<file path="src/sachc_pkg.sv">
// Shared types and constants for the set-associative hit counter.
// No dependencies; imported by the controller, the datapath and the top level.
package sachc_pkg;

    localparam int ADDR_W  = 32;
    localparam int COUNT_W = 32;

    typedef enum logic [1:0] {
        ST_CLEAR,
        ST_IDLE,
        ST_LOOK
    } ctrl_state_t;

    // controller -> datapath
    typedef struct packed {
        logic clear_step;   // clear valid bits of one set
        logic lookup;       // latch address, read the set
        logic commit;       // compare, write back, update totals and result
    } ctrl_cmd_t;

    // datapath -> controller
    typedef struct packed {
        logic clear_last;   // clearing the last set this cycle
    } dp_status_t;

endpackage

</file>
<file path="src/set_assoc_cache_hit_counter_unit.sv">
// Set-associative tag cache with FIFO replacement that reports, for each address word,
// whether it hit plus saturating running hit and miss totals. On acceptance of a word
// the set's row is read from the tag memory into a register; then all ways are
// compared, the shifted row is written back on a miss and the result register is
// loaded; a result still waiting at the output holds that compare step. After reset a
// clearing pass over all 2^(LINE_COUNT_LOG2 - min(WAY_COUNT_LOG2, LINE_COUNT_LOG2)) sets
// (16 by default) zeroes the valid bits one set per cycle; in_ready stays low until then.
// Top level: joins sachc_ctrl and sachc_datapath; depends on sachc_pkg.
module set_assoc_cache_hit_counter_unit
    import sachc_pkg::*;
#(
    parameter int LINE_COUNT_LOG2  = 6,
    parameter int BLOCK_BYTES_LOG2 = 4,
    parameter int WAY_COUNT_LOG2   = 2
)
(
    input  logic               clk,
    input  logic               rst_n,
    input  logic               in_valid,
    output logic               in_ready,
    input  logic [ADDR_W-1:0]  address,
    output logic               out_valid,
    input  logic               out_ready,
    output logic               hit,
    output logic [COUNT_W-1:0] hit_count,
    output logic [COUNT_W-1:0] miss_count
);

    ctrl_cmd_t  cmd;
    dp_status_t status;

    sachc_ctrl u_ctrl (
        .clk       (clk),
        .rst_n     (rst_n),
        .in_valid  (in_valid),
        .in_ready  (in_ready),
        .out_valid (out_valid),
        .out_ready (out_ready),
        .status    (status),
        .cmd       (cmd)
    );

    sachc_datapath #(
        .LINE_COUNT_LOG2  (LINE_COUNT_LOG2),
        .BLOCK_BYTES_LOG2 (BLOCK_BYTES_LOG2),
        .WAY_COUNT_LOG2   (WAY_COUNT_LOG2)
    ) u_datapath (
        .clk        (clk),
        .rst_n      (rst_n),
        .cmd        (cmd),
        .status     (status),
        .address    (address),
        .hit        (hit),
        .hit_count  (hit_count),
        .miss_count (miss_count)
    );

endmodule

</file>
<file path="src/sachc_ctrl.sv">
// Controller state machine for the set-associative hit counter.
// Depends on sachc_pkg; drives the datapath through ctrl_cmd_t.
module sachc_ctrl
    import sachc_pkg::*;
(
    input  logic       clk,
    input  logic       rst_n,
    input  logic       in_valid,
    output logic       in_ready,
    output logic       out_valid,
    input  logic       out_ready,
    input  dp_status_t status,
    output ctrl_cmd_t  cmd
);

    ctrl_state_t state_reg;
    ctrl_state_t state_next;
    logic        out_valid_reg;
    logic        out_valid_next;
    logic        slot_free;

    assign slot_free = !out_valid_reg || out_ready;

    always_comb
    begin
        state_next = state_reg;
        case (state_reg)
            ST_CLEAR:
            begin
                if (status.clear_last)
                begin
                    state_next = ST_IDLE;
                end
            end
            ST_IDLE:
            begin
                if (in_valid)
                begin
                    state_next = ST_LOOK;
                end
            end
            ST_LOOK:
            begin
                if (slot_free)
                begin
                    state_next = ST_IDLE;
                end
            end
            default:
            begin
                state_next = ST_CLEAR;
            end
        endcase
    end

    always_comb
    begin
        cmd      = '0;
        in_ready = 1'b0;
        case (state_reg)
            ST_CLEAR:
            begin
                cmd.clear_step = 1'b1;
            end
            ST_IDLE:
            begin
                in_ready   = 1'b1;
                cmd.lookup = in_valid;
            end
            ST_LOOK:
            begin
                cmd.commit = slot_free;
            end
            default:
            begin
                cmd = '0;
            end
        endcase
    end

    always_comb
    begin
        out_valid_next = out_valid_reg;
        if (cmd.commit)
        begin
            out_valid_next = 1'b1;
        end
        else if (out_ready)
        begin
            out_valid_next = 1'b0;
        end
    end

    always_ff @(posedge clk or negedge rst_n)
    begin
        if (!rst_n)
        begin
            state_reg     <= ST_CLEAR;
            out_valid_reg <= 1'b0;
        end
        else
        begin
            state_reg     <= state_next;
            out_valid_reg <= out_valid_next;
        end
    end

    assign out_valid = out_valid_reg;

    // an accepted word is looked up next cycle, no new word meanwhile
    a_accept_to_look: assert property (@(posedge clk) disable iff (!rst_n)
        (in_valid && in_ready) |=> (state_reg == ST_LOOK) && !in_ready)
        else $error("accepted word did not move to lookup");

    // a commit always presents a result on the next cycle
    a_commit_shows: assert property (@(posedge clk) disable iff (!rst_n)
        cmd.commit |=> out_valid)
        else $error("commit without result");

    // the clearing pass never overlaps with lookups or commits
    a_clear_excl: assert property (@(posedge clk) disable iff (!rst_n)
        cmd.clear_step |-> !cmd.lookup && !cmd.commit && !in_ready)
        else $error("clearing overlaps traffic");

    // a commit never overwrites a result that is still waiting
    a_no_overwrite: assert property (@(posedge clk) disable iff (!rst_n)
        (out_valid && !out_ready) |-> !cmd.commit)
        else $error("pending result overwritten");

endmodule

</file>
<file path="src/sachc_datapath.sv">
// Datapath: per-set tag and valid memories, way compare, FIFO shift and totals.
// Depends on sachc_pkg; commanded by sachc_ctrl.
module sachc_datapath
    import sachc_pkg::*;
#(
    parameter int LINE_COUNT_LOG2  = 6,
    parameter int BLOCK_BYTES_LOG2 = 4,
    parameter int WAY_COUNT_LOG2   = 2
)
(
    input  logic               clk,
    input  logic               rst_n,
    input  ctrl_cmd_t          cmd,
    output dp_status_t         status,
    input  logic [ADDR_W-1:0]  address,
    output logic               hit,
    output logic [COUNT_W-1:0] hit_count,
    output logic [COUNT_W-1:0] miss_count
);

    localparam int WAYS_LOG2 = (WAY_COUNT_LOG2 > LINE_COUNT_LOG2) ? LINE_COUNT_LOG2
                                                                  : WAY_COUNT_LOG2;
    localparam int WAYS      = 1 << WAYS_LOG2;
    localparam int SET_BITS  = LINE_COUNT_LOG2 - WAYS_LOG2;
    localparam int SETS      = 1 << SET_BITS;
    localparam int SET_AW    = (SET_BITS > 0) ? SET_BITS : 1;
    localparam int TAG_SHIFT = BLOCK_BYTES_LOG2 + SET_BITS;
    localparam int TAG_W     = ADDR_W - TAG_SHIFT;

    localparam logic [SET_AW-1:0] SET_LAST = SET_AW'(SETS - 1);

    typedef logic [WAYS-1:0][TAG_W-1:0] tag_row_t;

    tag_row_t              tag_mem [SETS];
    logic [WAYS-1:0]       vld_mem [SETS];

    logic [ADDR_W-1:0]     addr_shifted;
    logic [SET_AW-1:0]     set_idx;
    logic [SET_AW-1:0]     set_reg;
    logic [TAG_W-1:0]      tag_reg;
    logic [SET_AW-1:0]     clr_idx_reg;
    tag_row_t              rd_tags_reg;
    logic [WAYS-1:0]       rd_vld_reg;

    logic [WAYS-1:0]       way_match;
    logic                  lookup_hit;
    logic [WAYS:0][TAG_W-1:0] tags_ext;
    logic [WAYS:0]         vld_ext;
    tag_row_t              new_tags;
    logic [WAYS-1:0]       new_vld;
    logic                  fill;
    logic                  vld_we;
    logic [SET_AW-1:0]     vld_waddr;
    logic [WAYS-1:0]       vld_wdata;

    logic                  hit_reg;
    logic [COUNT_W-1:0]    hit_total_reg;
    logic [COUNT_W-1:0]    miss_total_reg;

    assign addr_shifted = address >> BLOCK_BYTES_LOG2;
    assign set_idx      = addr_shifted[SET_AW-1:0] & SET_LAST;

    always_ff @(posedge clk)
    begin
        if (cmd.lookup)
        begin
            set_reg     <= set_idx;
            tag_reg     <= address[ADDR_W-1 -: TAG_W];
            rd_tags_reg <= tag_mem[set_idx];
            rd_vld_reg  <= vld_mem[set_idx];
        end
    end

    always_comb
    begin
        for (int w = 0; w < WAYS; w++)
        begin
            way_match[w] = rd_vld_reg[w] && (rd_tags_reg[w] == tag_reg);
        end
    end

    assign lookup_hit = |way_match;

    // FIFO insert: each tag moves up one way, the last way's tag drops out, the new tag enters way 0
    assign tags_ext = {rd_tags_reg, tag_reg};
    assign vld_ext  = {rd_vld_reg, 1'b1};
    assign new_tags = tags_ext[WAYS-1:0];
    assign new_vld  = vld_ext[WAYS-1:0];
    assign fill     = cmd.commit && !lookup_hit;

    always_ff @(posedge clk)
    begin
        if (fill)
        begin
            tag_mem[set_reg] <= new_tags;
        end
    end

    assign vld_we    = cmd.clear_step || fill;
    assign vld_waddr = cmd.clear_step ? clr_idx_reg : set_reg;
    assign vld_wdata = cmd.clear_step ? '0 : new_vld;

    always_ff @(posedge clk)
    begin
        if (vld_we)
        begin
            vld_mem[vld_waddr] <= vld_wdata;
        end
    end

    always_ff @(posedge clk or negedge rst_n)
    begin
        if (!rst_n)
        begin
            clr_idx_reg <= '0;
        end
        else if (cmd.clear_step)
        begin
            clr_idx_reg <= (clr_idx_reg == SET_LAST) ? '0 : clr_idx_reg + 1'b1;
        end
    end

    assign status.clear_last = cmd.clear_step && (clr_idx_reg == SET_LAST);

    always_ff @(posedge clk or negedge rst_n)
    begin
        if (!rst_n)
        begin
            hit_total_reg  <= '0;
            miss_total_reg <= '0;
        end
        else if (cmd.commit)
        begin
            if (lookup_hit)
            begin
                if (hit_total_reg != '1)
                begin
                    hit_total_reg <= hit_total_reg + 1'b1;
                end
            end
            else if (miss_total_reg != '1)
            begin
                miss_total_reg <= miss_total_reg + 1'b1;
            end
        end
    end

    always_ff @(posedge clk)
    begin
        if (cmd.commit)
        begin
            hit_reg <= lookup_hit;
        end
    end

    assign hit        = hit_reg;
    assign hit_count  = hit_total_reg;
    assign miss_count = miss_total_reg;

endmodule
</file>
<file path="config.mk">
export PLATFORM = sky130hd
export DESIGN_NAME = set_assoc_cache_hit_counter_unit
export DESIGN_NICKNAME = d
export VERILOG_FILES = /design/src/sachc_pkg.sv /design/src/set_assoc_cache_hit_counter_unit.sv /design/src/sachc_ctrl.sv /design/src/sachc_datapath.sv
export SDC_FILE = /design/constraint.sdc
export NUM_CORES = 1
export LEC_CHECK = 0
export BUFFER_PORTS_ARGS = -buffer_cell sky130_fd_sc_hd__buf_4
export CAP_MARGIN = 20
export CORE_ASPECT_RATIO = 0.6
export CORE_MARGIN = 3
export CORE_UTILIZATION = 45
export DETAILED_ROUTE_END_ITERATION = 10
export PLACE_DENSITY_LB_ADDON = 0.3
export SLEW_MARGIN = 10
export SYNTH_ARGS = -nofsm -noshare
export SYNTH_HDL_FRONTEND = slang
export SYNTH_HIERARCHICAL = 1
export SYNTH_SLANG_ARGS = --single-unit
</file>
<file path="constraint.sdc">
create_clock -name clk -period 13.1 [get_ports clk]
set_input_delay 1.31 -clock clk [delete_from_list [all_inputs] [get_ports clk]]
set_output_delay 1.31 -clock clk [all_outputs]
set_load 0.03 [all_outputs]
</file>
==> results by group, run 1 <==
STA
  – Slew @ Worst Pin: 1150 ps
  – Setup TNS: 0 ps
  – Fmax: 155 MHz
  – Hold Vio Cnt, Final: 0
  – Slew margin rel.: 23.1%
  – Layout Skew: 26.0 ps
  – Max Transition Viols Final: 0
  – Fin crit period: 6450 ps
  – # setup viols final: 0
  – Crit share post-route: 49.2%
  – Worst setup margin: 6650 ps
  – RSZ-0062 raised after global routing: false

Floorplanning
  – Core area: 150000 um2
  – Die ar.: 157000 um2
  – Die Wd: 509 um
  – Row Count: 110
  – Top Ports: 103
  – Initial core utilization: 45.5%
  – Chip Height: 308 um

Global routing
  – Vias in the first global route: 32200
  – Total GRT Usage: 20.1%
  – Total global routing overflow: 0
  – Initial antenna violation count: 6
  – Largest net degree at the start of global routing: 119
  – Global-route wire length before repair: 227000 um

Setup path
  – Reg2reg start: u_datapath/tag_reg[7]$_DFFE_PP_
  – Crit path kind: flip-flop to flip-flop
  – Critical path peak fanout: 41
  – Critical path arrival: 6840 ps
  – Critical Path Source Type: flip-flop
  – Reg2reg path depth: 10
  – CP required: 13490 ps
  – Flop2flop setup slack: 6650 ps
  – Crit end category: flip-flop
  – Reg2Reg Capture Point: u_datapath/tag_mem[1][69]$_DFFE_PP_

Min path
  – Worst Min Path Start: u_datapath/miss_count[4]$_DFFE_PN0P_
  – Hold Path End: u_datapath/miss_count[4]$_DFFE_PN0P_
  – HP Class: flip-flop to flip-flop
  – Hold path depth: 1

Yosys
  – Yosys cell types: 48
  – Ys flop type: edfxtp_1
  – Syn_nets: 2889
  – Ys async rst share: 3.94%
  – Area fraction of the dominant cell type after synthesis: 75.9%
  – Post-synth EDFFs: 1729
  – Cell Area, Synth: 68400 um2
  – Synth Register Bits: 1800
  – Post-synthesis cell count: 2850
  – Syn avg cell area: 24.0 um2
  – Sequential element share of the synthesized area: 78.5%
  – Synth warn: 6
  – Area leader, netlist: edfxtp_1
  – Synth top area cells: edfxtp_1, mux4_2, dfrtp_1, xnor2_1, xor2_1

CTS
  – # H-tree levels: 4
  – Num Clock Sinks: 1800
  – Worst-path clk slew: 70 ps
  – Longest Clk Path Bufs: 3
  – Clk Latency, worst-skew pair: 780 ps
  – Setup bufs post-CTS: 0
  – CTS tree: yes
  – CTS Buf Count: 160
  – Root Driver: clkbuf_16
  – Post-CTS sizing: 0
  – Hold buffers post-CTS: 0

Route
  – Post-Route WL: 155000 um
  – Final ANT Viol Nets: 0
  – DR WL/cell: 29.9 um
  – Drt pass-1 iters: 5
  – Initial DRC count: 4144
  – Vias: 31200
  – Drt drc: 0
  – Vias per cell: 6.01

Cells and area
  – Layout area overhead: 12.2%
  – Share of cells above drive strength 1: 28.3%
  – Commonest non-fill, non-tap cell in the layout: edfxtp_1
  – Max reg flops: 1536
  – Biggest register: u_datapath/tag_mem
  – Post-Layout Cell Count: 5188
  – Most frequent cells in the layout: edfxtp_1, mux4_2, clkbuf_16, buf_4, xnor2_1
  – Fin util: 51.0%
  – Nets@finish: 3078

Placement
  – DP Wirelength: 78600 um
  – GP Congestion: 0.786
  – Dpl ws: 6570 ps
  – Input/output buffers: 98
  – Cell total after placement: 4890

Pwr
  – Static leakage: 24.0 nW
  – Cell Pwr Density: 160 nW/um2
  – VDD IR-drop max: 0.000133 V

Status
  – Status: finished, final reports clean

Job
  – Max Cap Viol: 0
critical path: stages (launching register included):
cell and delay [ps]:
edfxtp_1 1080, xnor2_1 190, nand4_1 280, nor4_1 100, a22oi_1 200, o211a_1 610
and2_1 360, nand2_1 440, nor2_4 970, buf_4 880, buf_4 710
Yosys cell counts, drive strengths merged (2+ instances only):
| library cell | n |
|---|---|
| a21oi | 3 |
| a31oi | 3 |
| and2 | 4 |
| and3 | 19 |
| and3b | 2 |
| and4 | 5 |
| buf | 47 |
| clkbuf | 81 |
| dfrtp | 71 |
| edfxtp | 1729 |
| ha | 3 |
| inv | 9 |
| mux2 | 2 |
| mux4 | 500 |
| nand2 | 37 |
| nand2b | 6 |
| nand3 | 30 |
| nand3b | 3 |
| nand4 | 40 |
| nor2 | 28 |
| nor2b | 4 |
| nor3 | 20 |
| nor4 | 12 |
| nor4b | 2 |
| o21ai | 3 |
| o22ai | 16 |
| o31a | 2 |
| or3 | 2 |
| xnor2 | 112 |
| xor2 | 47 |
power by group:
part	internal (W)	switching (W)	leakage (nW)	total, W
logic	0.000304	0.000500	4.98	0.000803
registers	0.00667	0.000262	16.5	0.00693
clock network	0.00252	0.00206	2.44	0.00458
worst max path at each step:
stage / start / endpoint / slack [ps] / cells past startpoint
global route: u_datapath/tag_reg[22]$_DFFE_PP_ / u_datapath/tag_mem[1][11]$_DFFE_PP_ / 6340 / 10
CTS: u_datapath/tag_reg[5]$_DFFE_PP_ / u_datapath/tag_mem[3][22]$_DFFE_PP_ / 6570 / 10
global placement: u_datapath/tag_reg[17]$_DFFE_PP_ / u_datapath/tag_mem[3][21]$_DFFE_PP_ / 6690 / 10
detailed placement: u_datapath/tag_reg[22]$_DFFE_PP_ / u_datapath/tag_mem[3][21]$_DFFE_PP_ / 6570 / 10
floorplan: out_ready / u_datapath/tag_mem[2][0]$_DFFE_PP_ / 3790 / 7
finish: u_datapath/tag_reg[7]$_DFFE_PP_ / u_datapath/tag_mem[1][69]$_DFFE_PP_ / 6650 / 10
layer usage:
metal,up-vias,global-route usage [%],part of all wire [%]
li1,12500,-,-
met1,16900,30.1,42
met2,1622,29.7,46
met3,182,5.39,11
met4,0,4.53,1.6
met5,-,0,0
cell families after synthesis:
| logic type | share of synthesized area, % |
|---|---|
| buffers and inverters | 0.863 |
| adders and majority gates | 0.0549 |
| and+or+nand+nor | 1.74 |
| xor gates and xnor gates | 2.04 |
| AOI/OAI and AO/OA | 0.304 |
| DFF | 78.5 |
| muxes | 16.5 |
stage by stage:
step	power (W)	instance area, um2	hold WS (ps)
final	0.0123	76800	499
after global routing	0.0127	76800	521
after CTS	0.0124	76700	503
after detailed placement	0.00785	71700	491
after global placement	0.00780	71700	478
after floorplan	0.00747	68400	491
cell type report:
type                            instances  area [um2]
Antenna cell                            2        5.00
Inverter                                9        33.8
Tap cell                             2016        2520
Sequential cell                      1800       53700
Multi-Input combinational cell        913       14200
Timing Repair Buffer                  155        1250
Clock inverter                        102         876
Fill cell                           11400       73700
Clock buffer                          191        4160
(Power assumes the default switching activity.)
==> run 2, diff against run 1 <==
==> constraint.sdc (replaced) <==
create_clock -name clk -period 6.74 [get_ports clk]
set_input_delay 0.674 -clock clk [delete_from_list [all_inputs] [get_ports clk]]
set_output_delay 0.674 -clock clk [all_outputs]
set_load 0.03 [all_outputs]
==> results by group, run 2 (synthesis results as in run 1) <==
Global routing
  – Global-route wire length before repair: 228000 um
  – Total global routing overflow: 0
  – Largest net degree at the start of global routing: 129
  – Vias in the first global route: 32100
  – Total GRT Usage: 20.0%
  – Initial antenna violation count: 1

CTS
  – Setup bufs post-CTS: 0
  – Root Driver: clkbuf_16
  – Post-CTS sizing: 0
  – Clk Latency, worst-skew pair: 780 ps
  – Num Clock Sinks: 1800
  – CTS tree: yes
  – Hold buffers post-CTS: 0
  – Longest Clk Path Bufs: 3
  – Worst-path clk slew: 60 ps
  – # H-tree levels: 4
  – CTS Buf Count: 161

STA
  – Slew @ Worst Pin: 1090 ps
  – Hold Vio Cnt, Final: 0
  – Slew margin rel.: 26.9%
  – RSZ-0062 raised after global routing: false
  – Fin crit period: 5110 ps
  – Layout Skew: 31.2 ps
  – Fmax: 196 MHz
  – Crit share post-route: 75.8%
  – Setup TNS: 0 ps
  – Max Transition Viols Final: 0
  – # setup viols final: 0
  – Worst hold slack: 30.2 ps

Setup path
  – Reg2reg path depth: 9
  – Critical-path cell list: xnor2_1 -> nand4_1 -> nor4_1 -> a22oi_1 -> o211a_1 -> and2_1 -> nand3b_1 -> nor2_4 -> buf_4
  – Reg2reg start: u_datapath/tag_reg[19]$_DFFE_PP_
  – Crit path kind: flip-flop to flip-flop
  – Critical path peak fanout: 20
  – Crit end category: flip-flop
  – Critical path arrival: 5530 ps
  – Reg2Reg Capture Point: u_datapath/tag_mem[12][33]$_DFFE_PP_
  – Slowest stage delay, CP: 1010 ps
  – CP required: 7160 ps
  – Slowest-stage cell, CP: nor2_4
  – Critical Path Source Type: flip-flop
  – Flop2flop setup slack: 1630 ps

Pwr
  – Static leakage: 24.1 nW
  – Cell Pwr Density: 310 nW/um2
  – VDD IR-drop max: 0.000219 V

Cells and area
  – Max reg flops: 1536
  – Nets@finish: 3088
  – Share of cells above drive strength 1: 28.6%
  – Post-Layout Cell Count: 5195
  – Layout area overhead: 12.8%
  – Filler Cells Inserted: 11300
  – Biggest register: u_datapath/tag_mem
  – ANT cells: 0
  – Commonest non-fill, non-tap cell in the layout: edfxtp_1
  – Most frequent cells in the layout: edfxtp_1, mux4_2, clkbuf_16, buf_4, xnor2_1

Floorplanning
  – Die Wd: 509 um
  – Top Ports: 103
  – Initial core utilization: 45.5%
  – Row Count: 110
  – Die ar.: 157000 um2
  – Chip Height: 308 um
  – Core area: 150000 um2

Placement
  – Input/output buffers: 98
  – DP Wirelength: 81200 um
  – GP Congestion: 0.800
  – Cell total after placement: 4901

Route
  – Drt drc: 0
  – Vias: 31300
  – Drt pass-1 iters: 5
  – Initial DRC count: 3976
  – Post-Route WL: 155000 um
  – Final ANT Viol Nets: 0
  – DR WL/cell: 29.8 um
  – Vias per cell: 6.02

Job
  – Max Cap Viol: 0

Min path
  – HP Class: input port to async pin

Status
  – Status: finished, final reports clean
==> run 2: cell types whose count changed in the layout (fill, tap and decap cells not counted), sizes merged <==
cell	delta
clkbuf	+15
buf	+9
bufinv	-3
clkinvlp	-1
diode	-2
clkinv	-14
inv	+3
==> run 2: per-stage QoR <==
stage | setup slack, ps | total power, W | instance area, um2 | util [%]
after floorplan | 158 | 0.0145 | 68400 | -
after detailed placement | 1640 | 0.0153 | 72100 | 48.0
after global placement | 1720 | 0.0152 | 72100 | 48.0
final | 1630 | 0.0239 | 77200 | 51.3
after CTS | 1620 | 0.0241 | 77200 | 51.3
after global routing | 1420 | 0.0247 | 77200 | 51.3
==> run 2: worst max-delay path by stage <==
| stage | start | slack [ps] | cells after the start | endpoint |
|---|---|---|---|---|
| after floorplan | u_datapath/tag_reg[10]$_DFFE_PP_ | 160 | 10 | u_datapath/tag_mem[11][0]$_DFFE_PP_ |
| after global routing | u_datapath/tag_reg[17]$_DFFE_PP_ | 1420 | 9 | u_datapath/tag_mem[12][46]$_DFFE_PP_ |
| after detailed placement | u_datapath/tag_reg[17]$_DFFE_PP_ | 1640 | 9 | u_datapath/tag_mem[12][33]$_DFFE_PP_ |
| final | u_datapath/tag_reg[19]$_DFFE_PP_ | 1630 | 9 | u_datapath/tag_mem[12][33]$_DFFE_PP_ |
| after CTS | u_datapath/tag_reg[17]$_DFFE_PP_ | 1620 | 9 | u_datapath/tag_mem[12][22]$_DFFE_PP_ |
| after global placement | u_datapath/tag_reg[19]$_DFFE_PP_ | 1720 | 10 | u_datapath/tag_mem[9][2]$_DFFE_PP_ |
==> run 2: cell type report <==
| class | instances | area [um2] | share of cell area, % |
|---|---|---|---|
| clock buffers | 206 | 4280 | 5.55 |
| repair buffers | 164 | 1660 | 2.14 |
| multi-input cells | 913 | 14300 | 18.5 |
| well taps | 2016 | 2520 | 3.27 |
| flip-flops and latches | 1800 | 53700 | 69.6 |
| clock inverters | 87 | 737 | 0.955 |
| inverters | 9 | 33.8 | 0.0438 |
==> run 2: power breakdown <==
group | total [W] | switching (W) | leakage, nW | internal (W)
Clock | 0.00885 | 0.00399 | 2.44 | 0.00486
Combinational | 0.00160 | 0.00100 | 5.12 | 0.000600
Sequential | 0.0135 | 0.000496 | 16.5 | 0.0130
==> run 2: worst max-delay path, delay by kind of cell (launching register included) <==
family / cells / cell delay [ps]
buffers and inverters: 1 / 510
AND/OR/NAND/NOR: 5 / 2150
flip-flops: 1 / 800
XOR/XNOR: 1 / 470
AO/OA/AOI/OAI: 2 / 740
==> run 2: metal layers <==
layer  global-route usage (%)  vias to the layer above  part of all wire, %
met2                     29.9                     1415                   47
met4                     4.43                        0                  1.6
li1                         -                    12600                    -
met3                     3.45                      203                  8.4
met1                     31.3                    17100                   43
met5                        0                        -                    0
